$ cat src/hw/rtl/bsb_pkg.sv
// Shared control type, constants and helper function for the B-spline to Bezier converter.
package bsb_pkg;

  localparam int AXES = 3;
  // Radix-4 quotient digits resolved per stage of the divide-by-three pipeline.
  localparam int DIGITS_PER_STAGE = 4;

  typedef struct packed {
    logic adv;        // whole datapath advances this cycle
    logic take;       // an input transaction is accepted
    logic take_last;  // the accepted point closes its curve
    logic bstore;     // head item updates the stored two-thirds point
    logic bclear;     // head item clears the stored two-thirds point
  } bsb_ctl_t;

  // One radix-4 step of division by three: returns {quotient digit, new remainder}.
  function automatic logic [3:0] div3_digit(input logic [1:0] rem, input logic [1:0] dig);
    logic [3:0] t;
    logic [1:0] qd;
    logic [3:0] r;
    t = {rem, dig};
    if (t >= 4'd9) begin
      qd = 2'd3;
    end else if (t >= 4'd6) begin
      qd = 2'd2;
    end else if (t >= 4'd3) begin
      qd = 2'd1;
    end else begin
      qd = 2'd0;
    end
    r = t - ({2'b00, qd} + {1'b0, qd, 1'b0});
    return {qd, r[1:0]};
  endfunction

endpackage

$ cat src/hw/rtl/bsb_div3.sv
// Pipelined radix-4 floor division of an unsigned word by three.
module bsb_div3 #(
  parameter int UW = 34
) (
  input  logic          clk_i,
  input  logic          en_i,
  input  logic [UW-1:0] u_i,
  output logic [UW-1:0] quo_o,
  output logic [1:0]    rem_o
);
  import bsb_pkg::*;

  localparam int ND = UW / 2;
  localparam int NS = (ND + DIGITS_PER_STAGE - 1) / DIGITS_PER_STAGE;

  logic [UW-1:0] u_q [NS];
  logic [UW-1:0] q_q [NS];
  logic [1:0]    r_q [NS];

  for (genvar s = 0; s < NS; s++) begin : g_stage
    logic [UW-1:0] u_in;
    logic [UW-1:0] q_in;
    logic [1:0]    r_in;
    logic [UW-1:0] q_nx;
    logic [1:0]    r_nx;

    if (s == 0) begin : g_first
      assign u_in = u_i;
      assign q_in = '0;
      assign r_in = '0;
    end else begin : g_next
      assign u_in = u_q[s-1];
      assign q_in = q_q[s-1];
      assign r_in = r_q[s-1];
    end

    // Digits are taken from the most significant end; the remainder ripples down.
    always_comb begin
      int idx;
      logic [3:0] st;
      q_nx = q_in;
      r_nx = r_in;
      st   = '0;
      for (int k = 0; k < DIGITS_PER_STAGE; k++) begin
        idx = ND - 1 - (s * DIGITS_PER_STAGE + k);
        if (idx >= 0) begin
          st = div3_digit(r_nx, u_in[2*idx +: 2]);
          q_nx[2*idx +: 2] = st[3:2];
          r_nx = st[1:0];
        end
      end
    end

    always_ff @(posedge clk_i) begin
      if (en_i) begin
        u_q[s] <= u_in;
        q_q[s] <= q_nx;
        r_q[s] <= r_nx;
      end
    end
  end

  assign quo_o = q_q[NS-1];
  assign rem_o = r_q[NS-1];

endmodule

$ cat src/hw/rtl/bsb_lane.sv
// One coordinate lane: third points, two-thirds point history and junction point.
module bsb_lane #(
  parameter int W = 32
) (
  input  logic                    clk_i,
  input  logic                    rst_ni,
  input  bsb_pkg::bsb_ctl_t       ctl_i,
  input  logic signed [W-1:0]     coord_i,
  output logic signed [W-1:0]     jn_o,
  output logic signed [W-1:0]     a_o,
  output logic signed [W-1:0]     b_o
);
  import bsb_pkg::*;

  localparam int UW = 2 * ((W + 3) / 2);
  localparam int ND = UW / 2;
  localparam int NS = (ND + DIGITS_PER_STAGE - 1) / DIGITS_PER_STAGE;

  logic [W-1:0]  p_q;
  logic [W:0]    diff;
  logic [UW-1:0] u;
  logic [UW-1:0] quo;
  logic [1:0]    rem;
  logic [W-1:0]  pd_q [NS];
  logic [W-1:0]  qd_q [NS];
  logic [W:0]    third;
  logic [W:0]    a_n;
  logic [W:0]    b_n;
  logic [W-1:0]  a_q;
  logic [W-1:0]  b_q;
  logic [W-1:0]  bp_q;
  logic [W:0]    jsum;

  always_ff @(posedge clk_i or negedge rst_ni) begin
    if (!rst_ni) begin
      p_q <= '0;
    end else if (ctl_i.take) begin
      p_q <= ctl_i.take_last ? '0 : coord_i;
    end
  end

  // With d = Q - P: (2P+Q)/3 = P + d/3 and (P+2Q)/3 = Q - ceil(d/3).
  // The offset 3*2^W makes the dividend nonnegative and adds exactly 2^W to the quotient.
  assign diff = {coord_i[W-1], coord_i} - {p_q[W-1], p_q};
  assign u    = {{(UW-W-1){diff[W]}}, diff} + (UW'(3) << W);

  bsb_div3 #(
    .UW (UW)
  ) u_div (
    .clk_i (clk_i),
    .en_i  (ctl_i.adv),
    .u_i   (u),
    .quo_o (quo),
    .rem_o (rem)
  );

  always_ff @(posedge clk_i) begin
    if (ctl_i.adv) begin
      pd_q[0] <= p_q;
      qd_q[0] <= coord_i;
      for (int k = 1; k < NS; k++) begin
        pd_q[k] <= pd_q[k-1];
        qd_q[k] <= qd_q[k-1];
      end
    end
  end

  assign third = quo[W:0] ^ ((W+1)'(1) << W);
  assign a_n   = {pd_q[NS-1][W-1], pd_q[NS-1]} + third;
  assign b_n   = {qd_q[NS-1][W-1], qd_q[NS-1]} - third - (W+1)'(rem != 2'd0);

  always_ff @(posedge clk_i) begin
    if (ctl_i.adv) begin
      a_q <= a_n[W-1:0];
      b_q <= b_n[W-1:0];
    end
  end

  always_ff @(posedge clk_i or negedge rst_ni) begin
    if (!rst_ni) begin
      bp_q <= '0;
    end else if (ctl_i.bclear) begin
      bp_q <= '0;
    end else if (ctl_i.bstore) begin
      bp_q <= b_q;
    end
  end

  assign jsum = {bp_q[W-1], bp_q} + {a_q[W-1], a_q};
  assign jn_o = jsum[W:1];
  assign a_o  = a_q;
  assign b_o  = b_q;

endmodule

$ cat src/hw/rtl/bsb_emit.sv
// Merges lane results into control points, sent one per cycle unless stalled.
module bsb_emit #(
  parameter int W = 32
) (
  input  logic                    clk_i,
  input  logic                    rst_ni,
  input  logic                    load_i,
  input  logic                    three_i,
  input  logic [W-1:0]            jn_i [bsb_pkg::AXES],
  input  logic [W-1:0]            a_i  [bsb_pkg::AXES],
  input  logic [W-1:0]            b_i  [bsb_pkg::AXES],
  input  logic                    tready_i,
  output logic                    tvalid_o,
  output logic [((bsb_pkg::AXES*W+7)/8)*8-1:0] tdata_o,
  output logic                    tlast_o,
  output logic                    free_o
);
  import bsb_pkg::*;

  localparam int PW  = AXES * W;
  localparam int TDW = ((AXES * W + 7) / 8) * 8;

  logic [PW-1:0] jn_pt;
  logic [PW-1:0] a_pt;
  logic [PW-1:0] b_pt;
  logic [PW-1:0] slot_q [3];
  logic [1:0]    left_q;
  logic          fire;

  always_comb begin
    for (int j = 0; j < AXES; j++) begin
      jn_pt[j*W +: W] = jn_i[j];
      a_pt[j*W +: W]  = a_i[j];
      b_pt[j*W +: W]  = b_i[j];
    end
  end

  assign fire     = tvalid_o && tready_i;
  assign tvalid_o = (left_q != 2'd0);
  assign tlast_o  = (left_q == 2'd1);
  assign tdata_o  = TDW'(slot_q[0]);
  // A new item may load while the final result of the current one leaves.
  assign free_o   = (left_q == 2'd0) || (left_q == 2'd1 && tready_i);

  always_ff @(posedge clk_i or negedge rst_ni) begin
    if (!rst_ni) begin
      left_q <= 2'd0;
    end else if (load_i) begin
      left_q <= three_i ? 2'd3 : 2'd1;
    end else if (fire) begin
      left_q <= left_q - 2'd1;
    end
  end

  always_ff @(posedge clk_i) begin
    if (load_i) begin
      slot_q[0] <= jn_pt;
      slot_q[1] <= a_pt;
      slot_q[2] <= b_pt;
    end else if (fire) begin
      slot_q[0] <= slot_q[1];
      slot_q[1] <= slot_q[2];
    end
  end

endmodule

$ cat src/hw/rtl/bspline_to_bezier_points.sv
// Top level of the uniform cubic B-spline to Bezier control point converter.
//
//   channel   dir  payload (tdata from bit 0 up)            tlast
//   s_axis    in   in_x, in_y, in_z (COORD_WIDTH each)      in_last
//   m_axis    out  out_x, out_y, out_z (COORD_WIDTH each)   run_end
//
// One de Boor point can be accepted every cycle while the pipeline advances; a point
// with three results holds the output queue until its last result leaves.
// Each lane holds NS = ceil(ceil((W+2)/2)/4) stages of the radix-4 divide-by-three
// pipeline (NS = 5 at W = 32). Reset clears the point history, the point count and
// the output queue at once. A stalled output channel stops the whole pipeline once
// the item at its head has results, and s_axis_tready_o drops with it.
module bspline_to_bezier_points #(
  parameter int COORD_WIDTH = 32,
  localparam int TDW = ((bsb_pkg::AXES * COORD_WIDTH + 7) / 8) * 8
) (
  input  logic           clk_i,
  input  logic           rst_ni,
  input  logic           s_axis_tvalid_i,
  output logic           s_axis_tready_o,
  input  logic [TDW-1:0] s_axis_tdata_i,   // in_x, in_y, in_z
  input  logic           s_axis_tlast_i,   // in_last
  output logic           m_axis_tvalid_o,
  input  logic           m_axis_tready_i,
  output logic [TDW-1:0] m_axis_tdata_o,   // out_x, out_y, out_z
  output logic           m_axis_tlast_o    // run_end
);
  import bsb_pkg::*;

  localparam int W  = COORD_WIDTH;
  localparam int UW = 2 * ((W + 3) / 2);
  localparam int ND = UW / 2;
  localparam int NS = (ND + DIGITS_PER_STAGE - 1) / DIGITS_PER_STAGE;

  bsb_ctl_t   ctl;
  logic [1:0] cnt_in_q;
  logic       vld_q  [NS+1];
  logic [1:0] cnt_q  [NS+1];
  logic       last_q [NS+1];
  logic       head_three;
  logic       head_one;
  logic       emit_free;
  logic [W-1:0] jn [AXES];
  logic [W-1:0] a  [AXES];
  logic [W-1:0] b  [AXES];

  // Result count of the item at the head: three in mid-curve, one on a long curve's end.
  assign head_three = !last_q[NS] && (cnt_q[NS] >= 2'd2);
  assign head_one   = last_q[NS] && (cnt_q[NS] == 2'd3);

  always_comb begin
    ctl.adv       = !vld_q[NS] || !(head_three || head_one) || emit_free;
    ctl.take      = s_axis_tvalid_i && ctl.adv;
    ctl.take_last = s_axis_tlast_i;
    ctl.bstore    = ctl.adv && vld_q[NS] && !last_q[NS] && (cnt_q[NS] != 2'd0);
    ctl.bclear    = ctl.adv && vld_q[NS] && last_q[NS];
  end

  assign s_axis_tready_o = ctl.adv;

  always_ff @(posedge clk_i or negedge rst_ni) begin
    if (!rst_ni) begin
      cnt_in_q <= 2'd0;
    end else if (ctl.take) begin
      if (s_axis_tlast_i) begin
        cnt_in_q <= 2'd0;
      end else if (cnt_in_q != 2'd3) begin
        cnt_in_q <= cnt_in_q + 2'd1;
      end
    end
  end

  always_ff @(posedge clk_i or negedge rst_ni) begin
    if (!rst_ni) begin
      for (int k = 0; k <= NS; k++) begin
        vld_q[k]  <= 1'b0;
        cnt_q[k]  <= 2'd0;
        last_q[k] <= 1'b0;
      end
    end else if (ctl.adv) begin
      vld_q[0]  <= ctl.take;
      cnt_q[0]  <= cnt_in_q;
      last_q[0] <= s_axis_tlast_i;
      for (int k = 1; k <= NS; k++) begin
        vld_q[k]  <= vld_q[k-1];
        cnt_q[k]  <= cnt_q[k-1];
        last_q[k] <= last_q[k-1];
      end
    end
  end

  for (genvar j = 0; j < AXES; j++) begin : g_lane
    bsb_lane #(
      .W (W)
    ) u_lane (
      .clk_i   (clk_i),
      .rst_ni  (rst_ni),
      .ctl_i   (ctl),
      .coord_i (s_axis_tdata_i[j*W +: W]),
      .jn_o    (jn[j]),
      .a_o     (a[j]),
      .b_o     (b[j])
    );
  end

  bsb_emit #(
    .W (W)
  ) u_emit (
    .clk_i    (clk_i),
    .rst_ni   (rst_ni),
    .load_i   (ctl.adv && vld_q[NS] && (head_three || head_one)),
    .three_i  (head_three),
    .jn_i     (jn),
    .a_i      (a),
    .b_i      (b),
    .tready_i (m_axis_tready_i),
    .tvalid_o (m_axis_tvalid_o),
    .tdata_o  (m_axis_tdata_o),
    .tlast_o  (m_axis_tlast_o),
    .free_o   (emit_free)
  );

endmodule

$ cat config.mk
export PLATFORM = sky130hd
export DESIGN_NAME = bspline_to_bezier_points
export DESIGN_NICKNAME = d
export VERILOG_FILES = /design/src/hw/rtl/bsb_pkg.sv /design/src/hw/rtl/bsb_div3.sv /design/src/hw/rtl/bsb_lane.sv /design/src/hw/rtl/bsb_emit.sv /design/src/hw/rtl/bspline_to_bezier_points.sv
export SDC_FILE = /design/constraint.sdc
export NUM_CORES = 2
export LEC_CHECK = 0
export BUFFER_PORTS_ARGS = -buffer_cell sky130_fd_sc_hd__buf_2
export CAP_MARGIN = 40
export CORE_MARGIN = 3
export CORE_UTILIZATION = 61
export CTS_CLUSTER_DIAMETER = 50
export DETAILED_ROUTE_END_ITERATION = 10
export GPL_ROUTABILITY_DRIVEN = 0
export PLACE_DENSITY = 0.78
export SYNTH_ARGS = -nofsm -noshare
export SYNTH_HDL_FRONTEND = slang
export SYNTH_SLANG_ARGS = --single-unit
$ cat constraint.sdc
create_clock -name clk_i -period 137.3 [get_ports clk_i]
set_clock_uncertainty 0.2 [all_clocks]
set_input_delay 27.46 -clock clk_i [delete_from_list [all_inputs] [get_ports clk_i]]
set_output_delay 27.46 -clock clk_i [all_outputs]
set_load 0.05 [all_outputs]
After elaboration in Yosys (flattened, before gate mapping)
Memory sizes are Yosys's and may differ from the RTL's. Index checks and enable logic that the tools add are counted.

Add/sub/neg operators: 122. $mul: 0. Div/mod/pow operators: 0. Magnitude comparators: 154. Eq/ne operators: 3. Shifts and indexed selects: 0. Muxes and demuxes: 176. Bitwise operators: 2. Reductions and logical operators: 27.

Operators by type and width (number): two-way mux 32 bit (9); two-way mux 2 bit (107); greater-or-equal comparator 4 x 2 -> 1 bit, second input constant (48); greater-or-equal comparator 4 x 3 -> 1 bit, second input constant (48); greater-or-equal comparator 4 bit, second input constant (48); two-way mux 96 bit (2); adder 2 bit (51); adder 33 x 33 -> 34 bit, second input constant (3); subtractor 2 bit (51); adder 32 x 32 -> 33 bit (3); subtractor 32 x 32 -> 33 bit (3); adder 32 bit (3); subtractor 32 x 1 -> 32 bit (3); subtractor 32 bit (3); two-way mux 1 bit (58); nonzero test 2 bit (8); greater-or-equal comparator 2 x 4 -> 1 bit, second input constant (3); logical AND 1 bit (10); greater-or-equal comparator 2 x 3 -> 1 bit, second input constant (3); greater-or-equal comparator 2 bit, second input constant (4); logical OR 1 bit (4); logical NOT 1 bit (3); adder 2 x 1 -> 2 bit, second input constant (1); == test 2 x 1 -> 1 bit, second input constant (1); 6 further kinds (7).

Flip-flop bits (word level): 412. Latch bits: 0. RAM bits: 2298. ROM bits: 0. Input port bits: 101. Output and inout port bits: 99. Memories: 16.

Memories: u_emit.slot_q (words 3, width 96, rd ports 3, clocked after Yosys merged registers in 0, wr ports 3, RTL line bsb_emit.sv:26) `logic [PW-1:0] slot_q [3];`; g_lane[0].u_lane.u_div.q_q (words 5, width 34, rd ports 5, clocked after Yosys merged registers in 0, wr ports 5, RTL line bsb_div3.sv:17) `logic [UW-1:0] q_q [NS];`; g_lane[0].u_lane.u_div.u_q (words 5, width 34, rd ports 4, clocked after Yosys merged registers in 0, wr ports 5, RTL line bsb_div3.sv:16) `logic [UW-1:0] u_q [NS];`; g_lane[1].u_lane.u_div.q_q (words 5, width 34, rd ports 5, clocked after Yosys merged registers in 0, wr ports 5, RTL line bsb_div3.sv:17); g_lane[1].u_lane.u_div.u_q (words 5, width 34, rd ports 4, clocked after Yosys merged registers in 0, wr ports 5, RTL line bsb_div3.sv:16); g_lane[2].u_lane.u_div.q_q (words 5, width 34, rd ports 5, clocked after Yosys merged registers in 0, wr ports 5, RTL line bsb_div3.sv:17); 10 more memories.

Logic depth before layout (Yosys ltp)
Depth after elaboration: 26. Gate-level depth with buffers: 31. Gate-level depth less buffers: 30.

By module
From an unflattened synthesis, not the netlist that was laid out.

Cell total of the unflattened synthesis: 7271. Area total of the unflattened synthesis: 101566.2 um2.

By module, submodules not included: bsb_lane at g_lane[0].u_lane (times used 1, cells an instance 1733, area each 22078.7 um2, seq. area each 13132.6 um2); bsb_div3 (times used 3, cells an instance 479, area each 7342.0 um2, seq. area each 5255.0 um2); bsb_lane at g_lane[2].u_lane (times used 1, cells an instance 1705, area each 21942.3 um2, seq. area each 13132.6 um2); bsb_lane at g_lane[1].u_lane (times used 1, cells an instance 1701, area each 21822.2 um2, seq. area each 13132.6 um2); bsb_emit (times used 1, cells an instance 614, area each 12512.0 um2, seq. area each 8698.3 um2); bspline_to_bezier_points (times used 1, cells an instance 81, area each 1184.9 um2, seq. area each 650.6 um2).

Worst setup path before layout
No wires, ideal clock.

Path kind: in2out. Start: input port m_axis_tready_i. End: output port s_axis_tready_o. Arrival time: 60.119 ns. Data required time: 109.640 ns. Path slack: 49.521 ns. Stages on the path: 4. Cells stage by stage: a21oi_1 -> nand3_1 -> nor2_1 -> inv_1.

Cells in the longest elaborated chain, start to end: 3.

Ends and longest elaborated chain: start, declared (RTL line bspline_to_bezier_points.sv:24) `input logic m_axis_tready_i,`; logical AND 1 bit (RTL line bsb_emit.sv:43) `assign free_o = (left_q == 2'd0) || (left_q == 2'd1 && tready_i);`; logical OR 1 bit (RTL line bsb_emit.sv:43); logical OR 1 bit (RTL line bspline_to_bezier_points.sv:52) `ctl.adv = !vld_q[NS] || !(head_three || head_one) || emit_free;`; end, declared (RTL line bspline_to_bezier_points.sv:20) `output logic s_axis_tready_o,`.

No other way between the ends.

Worst setup path in the final report
Same ends and word-level chain as after synthesis.

==> results.md <==
- Max incr delay on CP: 0.32 ns
- Most frequent cell after synthesis: edfxtp_1
- Placed inst area: about 98000 um^2
- GRT Overall Usage: 21.1%
- DRT iter0 DRCs: 3522
- Mapped Cells: approximately 7000
- Post-CTS Hold Buffers: 0
- Final setup violation count: 0
- Initial Utilization: 61.6%
- Skew-Pair Late Insertion Delay: ~0.84 ns
- Seq cells post-synth: around 2200
- Netlist cell types: 94
- Max-slew headroom at the worst pin: 29.1%
- Post-synth EDFFs: 1950
- Final hold violations: 0
- Biggest area consumer among synthesized cells: edfxtp_1
- Sequential fraction of the synthesis area: between 60% and 70%
- F_max: ~0.018 GHz
- Ranking of synthesized cells by area: edfxtp_1 (62%), ha_1 (8.2%), dfrtp_1 (5.8%)
- CTS Root Cell: clkbuf_16
- Syn_area_per_cell: roughly 14 um^2
- Final Cell Area: between 100000 and 150000 um^2
- H-Tree Level Count: 4
- Critical Path, Cell by Cell: buf_2, a21oi_1, nand3_1, nor2_2, buf_8, inv_8, buf_2
- First-pass GRT wire length: 272 mm
- WL per Instance: ~18 um
- Asr flop ratio synth: 10.1%
- Post-Syn Nets: 7733
- Vias per cell: around 5.6
- # rows: 144
- Post-DP HPWL: 114 mm
- Vias: roughly 53000
- Max Slew Vio Count: 0
- Initial DRT Pass Iterations: 6
- Synth Warn #: 0
- Arrival time worst endpoint: 29.11 ns
- CP dominant cell by count: buf_2
- Bufs on Longest Clock Path: 3
- Outcome: completed
- Port bufs: 199
- Die width: 401 um
- Inserted Clock Buffers: approximately 220
- Initial antenna violation count: 33
- Die Y: roughly 400 um
- Final min period: around 57 ns
- Critical path class: in2out
- Crit-path slowest cell: nor2_2
- Synth top cells by count: edfxtp_1 (1950), nand2_1 (709), ha_1 (624), inv_1 (606), o21ai_0 (440)
- Cts repair resizes: 0
- DRC: 0
- Req. time, crit path: around 110 ns
- Io pins: 200
- Setup crit end kind: primary output
- Grt ovf: 0
- Ys flop type: edfxtp_1
- Sum Neg Setup Slack: 0 ns
- Top-area cell type share of the netlist area: 61.5%
- Antenna-violating nets left: 0
- CP Max Fanout: 63
- Total setup buffers inserted after CTS: 0
- Fin nets: 7989
- Vias in the first global route: around 54000
- Area growth from synthesis to layout: 11.0%
- Clock transition at path regs: roughly 0.06 ns
- Share of layout cells above drive strength 1: 9.02%
- Die area: 161000 um^2
- Final std cells w/o fill: 9497
- Min Hold Slack: 0.186 ns
- Max cap viols: 0
- Post-Place Cells: 9074
- Final wirelength: 171 mm
- Largest net degree at the start of global routing: 193
- Setup crit start kind: input port
- Worst Tran Pin Value: 1.06 ns
- Hold WC Path Type: reg2reg
- Core area: 155000 um^2
- Unrepaired setup endpoints after global routing: false
- CTS tree: built
- Post-Synthesis Cell Area: 95200 um^2
- Period utilisation layout: between 40% and 50%
- CTS sink count: 2170
registers in the layout, indices dropped and copies added (netlist names):
register,count
g_lane.u_lane.a_o,96
g_lane.u_lane.qd_q,480
g_lane.u_lane.u_div.u_q,168
g_lane.u_lane.p_q,96
vld_q,6
u_emit.slot_q,288
g_lane.u_lane.u_div.q_q,312
u_emit.left_q,2
g_lane.u_lane.b_o,96
last_q,6
cnt_in_q,2
g_lane.u_lane.u_div.r_q,30
g_lane.u_lane.bp_q,96
g_lane.u_lane.pd_q,480
cnt_q,12
metrics by stage:
step	util (%)	setup WS, ns
floorplan	-	49.52
global placement	63.4	79.94
detailed placement	63.7	80.58
CTS	68.3	80.55
global route	68.3	80.40
finish	68.3	80.53
critical path: cells and delay by family:
family / cells / cell delay, ns
buffers and inverters: 4 / 0.78
and+or+nand+nor: 2 / 0.52
AOI/OAI and AO/OA: 1 / 0.30
cells in the final DEF, fill, tap and decap left out, types with 24 or more instances in the layout:
master,n
a211oi_1,24
a21boi_0,27
a21o_1,185
a21oi_1,331
a31oi_1,36
and3_1,27
buf_2,198
buf_4,30
clkbuf_1,53
clkbuf_16,216
clkinv_2,32
dfrtp_1,219
edfxtp_1,1950
ha_1,624
inv_1,604
nand2_1,706
nand2b_1,255
nand3_1,65
nor2_1,278
nor2b_1,56
nor3_1,70
o211ai_1,24
o21a_1,51
o21ai_0,439
o21bai_1,35
o221ai_1,28
o31ai_1,39
or3_1,37
xnor2_1,226
xor2_1,146
kinds of logic after synthesis:
family                   Yosys count  share of synthesized area [%]
flip-flops                      2170                           67.3
AND/OR/NAND/NOR                 1600                           7.83
AO/OA/AOI/OAI                   1364                           9.00
buffers and inverters            820                           3.61
adder cells (fa/ha/maj)          639                           8.52
XOR/XNOR                         374                           3.46
multiplexers                      26                          0.300
area by class of cell:
class / instances / area (um^2)
flip-flops and latches: 2170 / 64100
diodes: 13 / 32.5
clock inverters: 121 / 1310
fillers: 10200 / 48900
repair buffers: 252 / 1780
inverters: 606 / 2280
well taps: 2044 / 2560
multi-input cells: 4003 / 27800
clock buffers: 288 / 5870
routing by layer:
layer  vias up  global-route usage, %  share of wire [%]
li1      25800                      -                  -
met4         4                   7.82                3.2
met1     25500                   26.2                 40
met2      1315                   37.5                 51
met3       377                   3.47                4.9
met5         -                      0              0.014
path summary, 6_finish.rpt:
| check | cells after the start | slack, ns | end | from |
|---|---|---|---|---|
| min | 0 | 0.19 | g_lane[2].u_lane.pd_q[0][58] | g_lane[2].u_lane.pd_q[0][26] |
| min reg2reg | 0 | 0.19 | g_lane[2].u_lane.pd_q[0][58] | g_lane[2].u_lane.pd_q[0][26] |
| max in group asynchronous | 2 | 109.00 | g_lane[1].u_lane.bp_q[21] | rst_ni |
| min in group asynchronous | 1 | 26.44 | g_lane[1].u_lane.p_q[31] | rst_ni |
| max reg2reg | 27 | 130.37 | g_lane[0].u_lane.u_div.r_q[0][1] | g_lane[0].u_lane.p_q[2] |
| max | 7 | 80.53 | s_axis_tready_o | m_axis_tready_i |
Power is not shown: default switching activity piles up to over one toggle a cycle in this logic, so the estimate is an artifact.
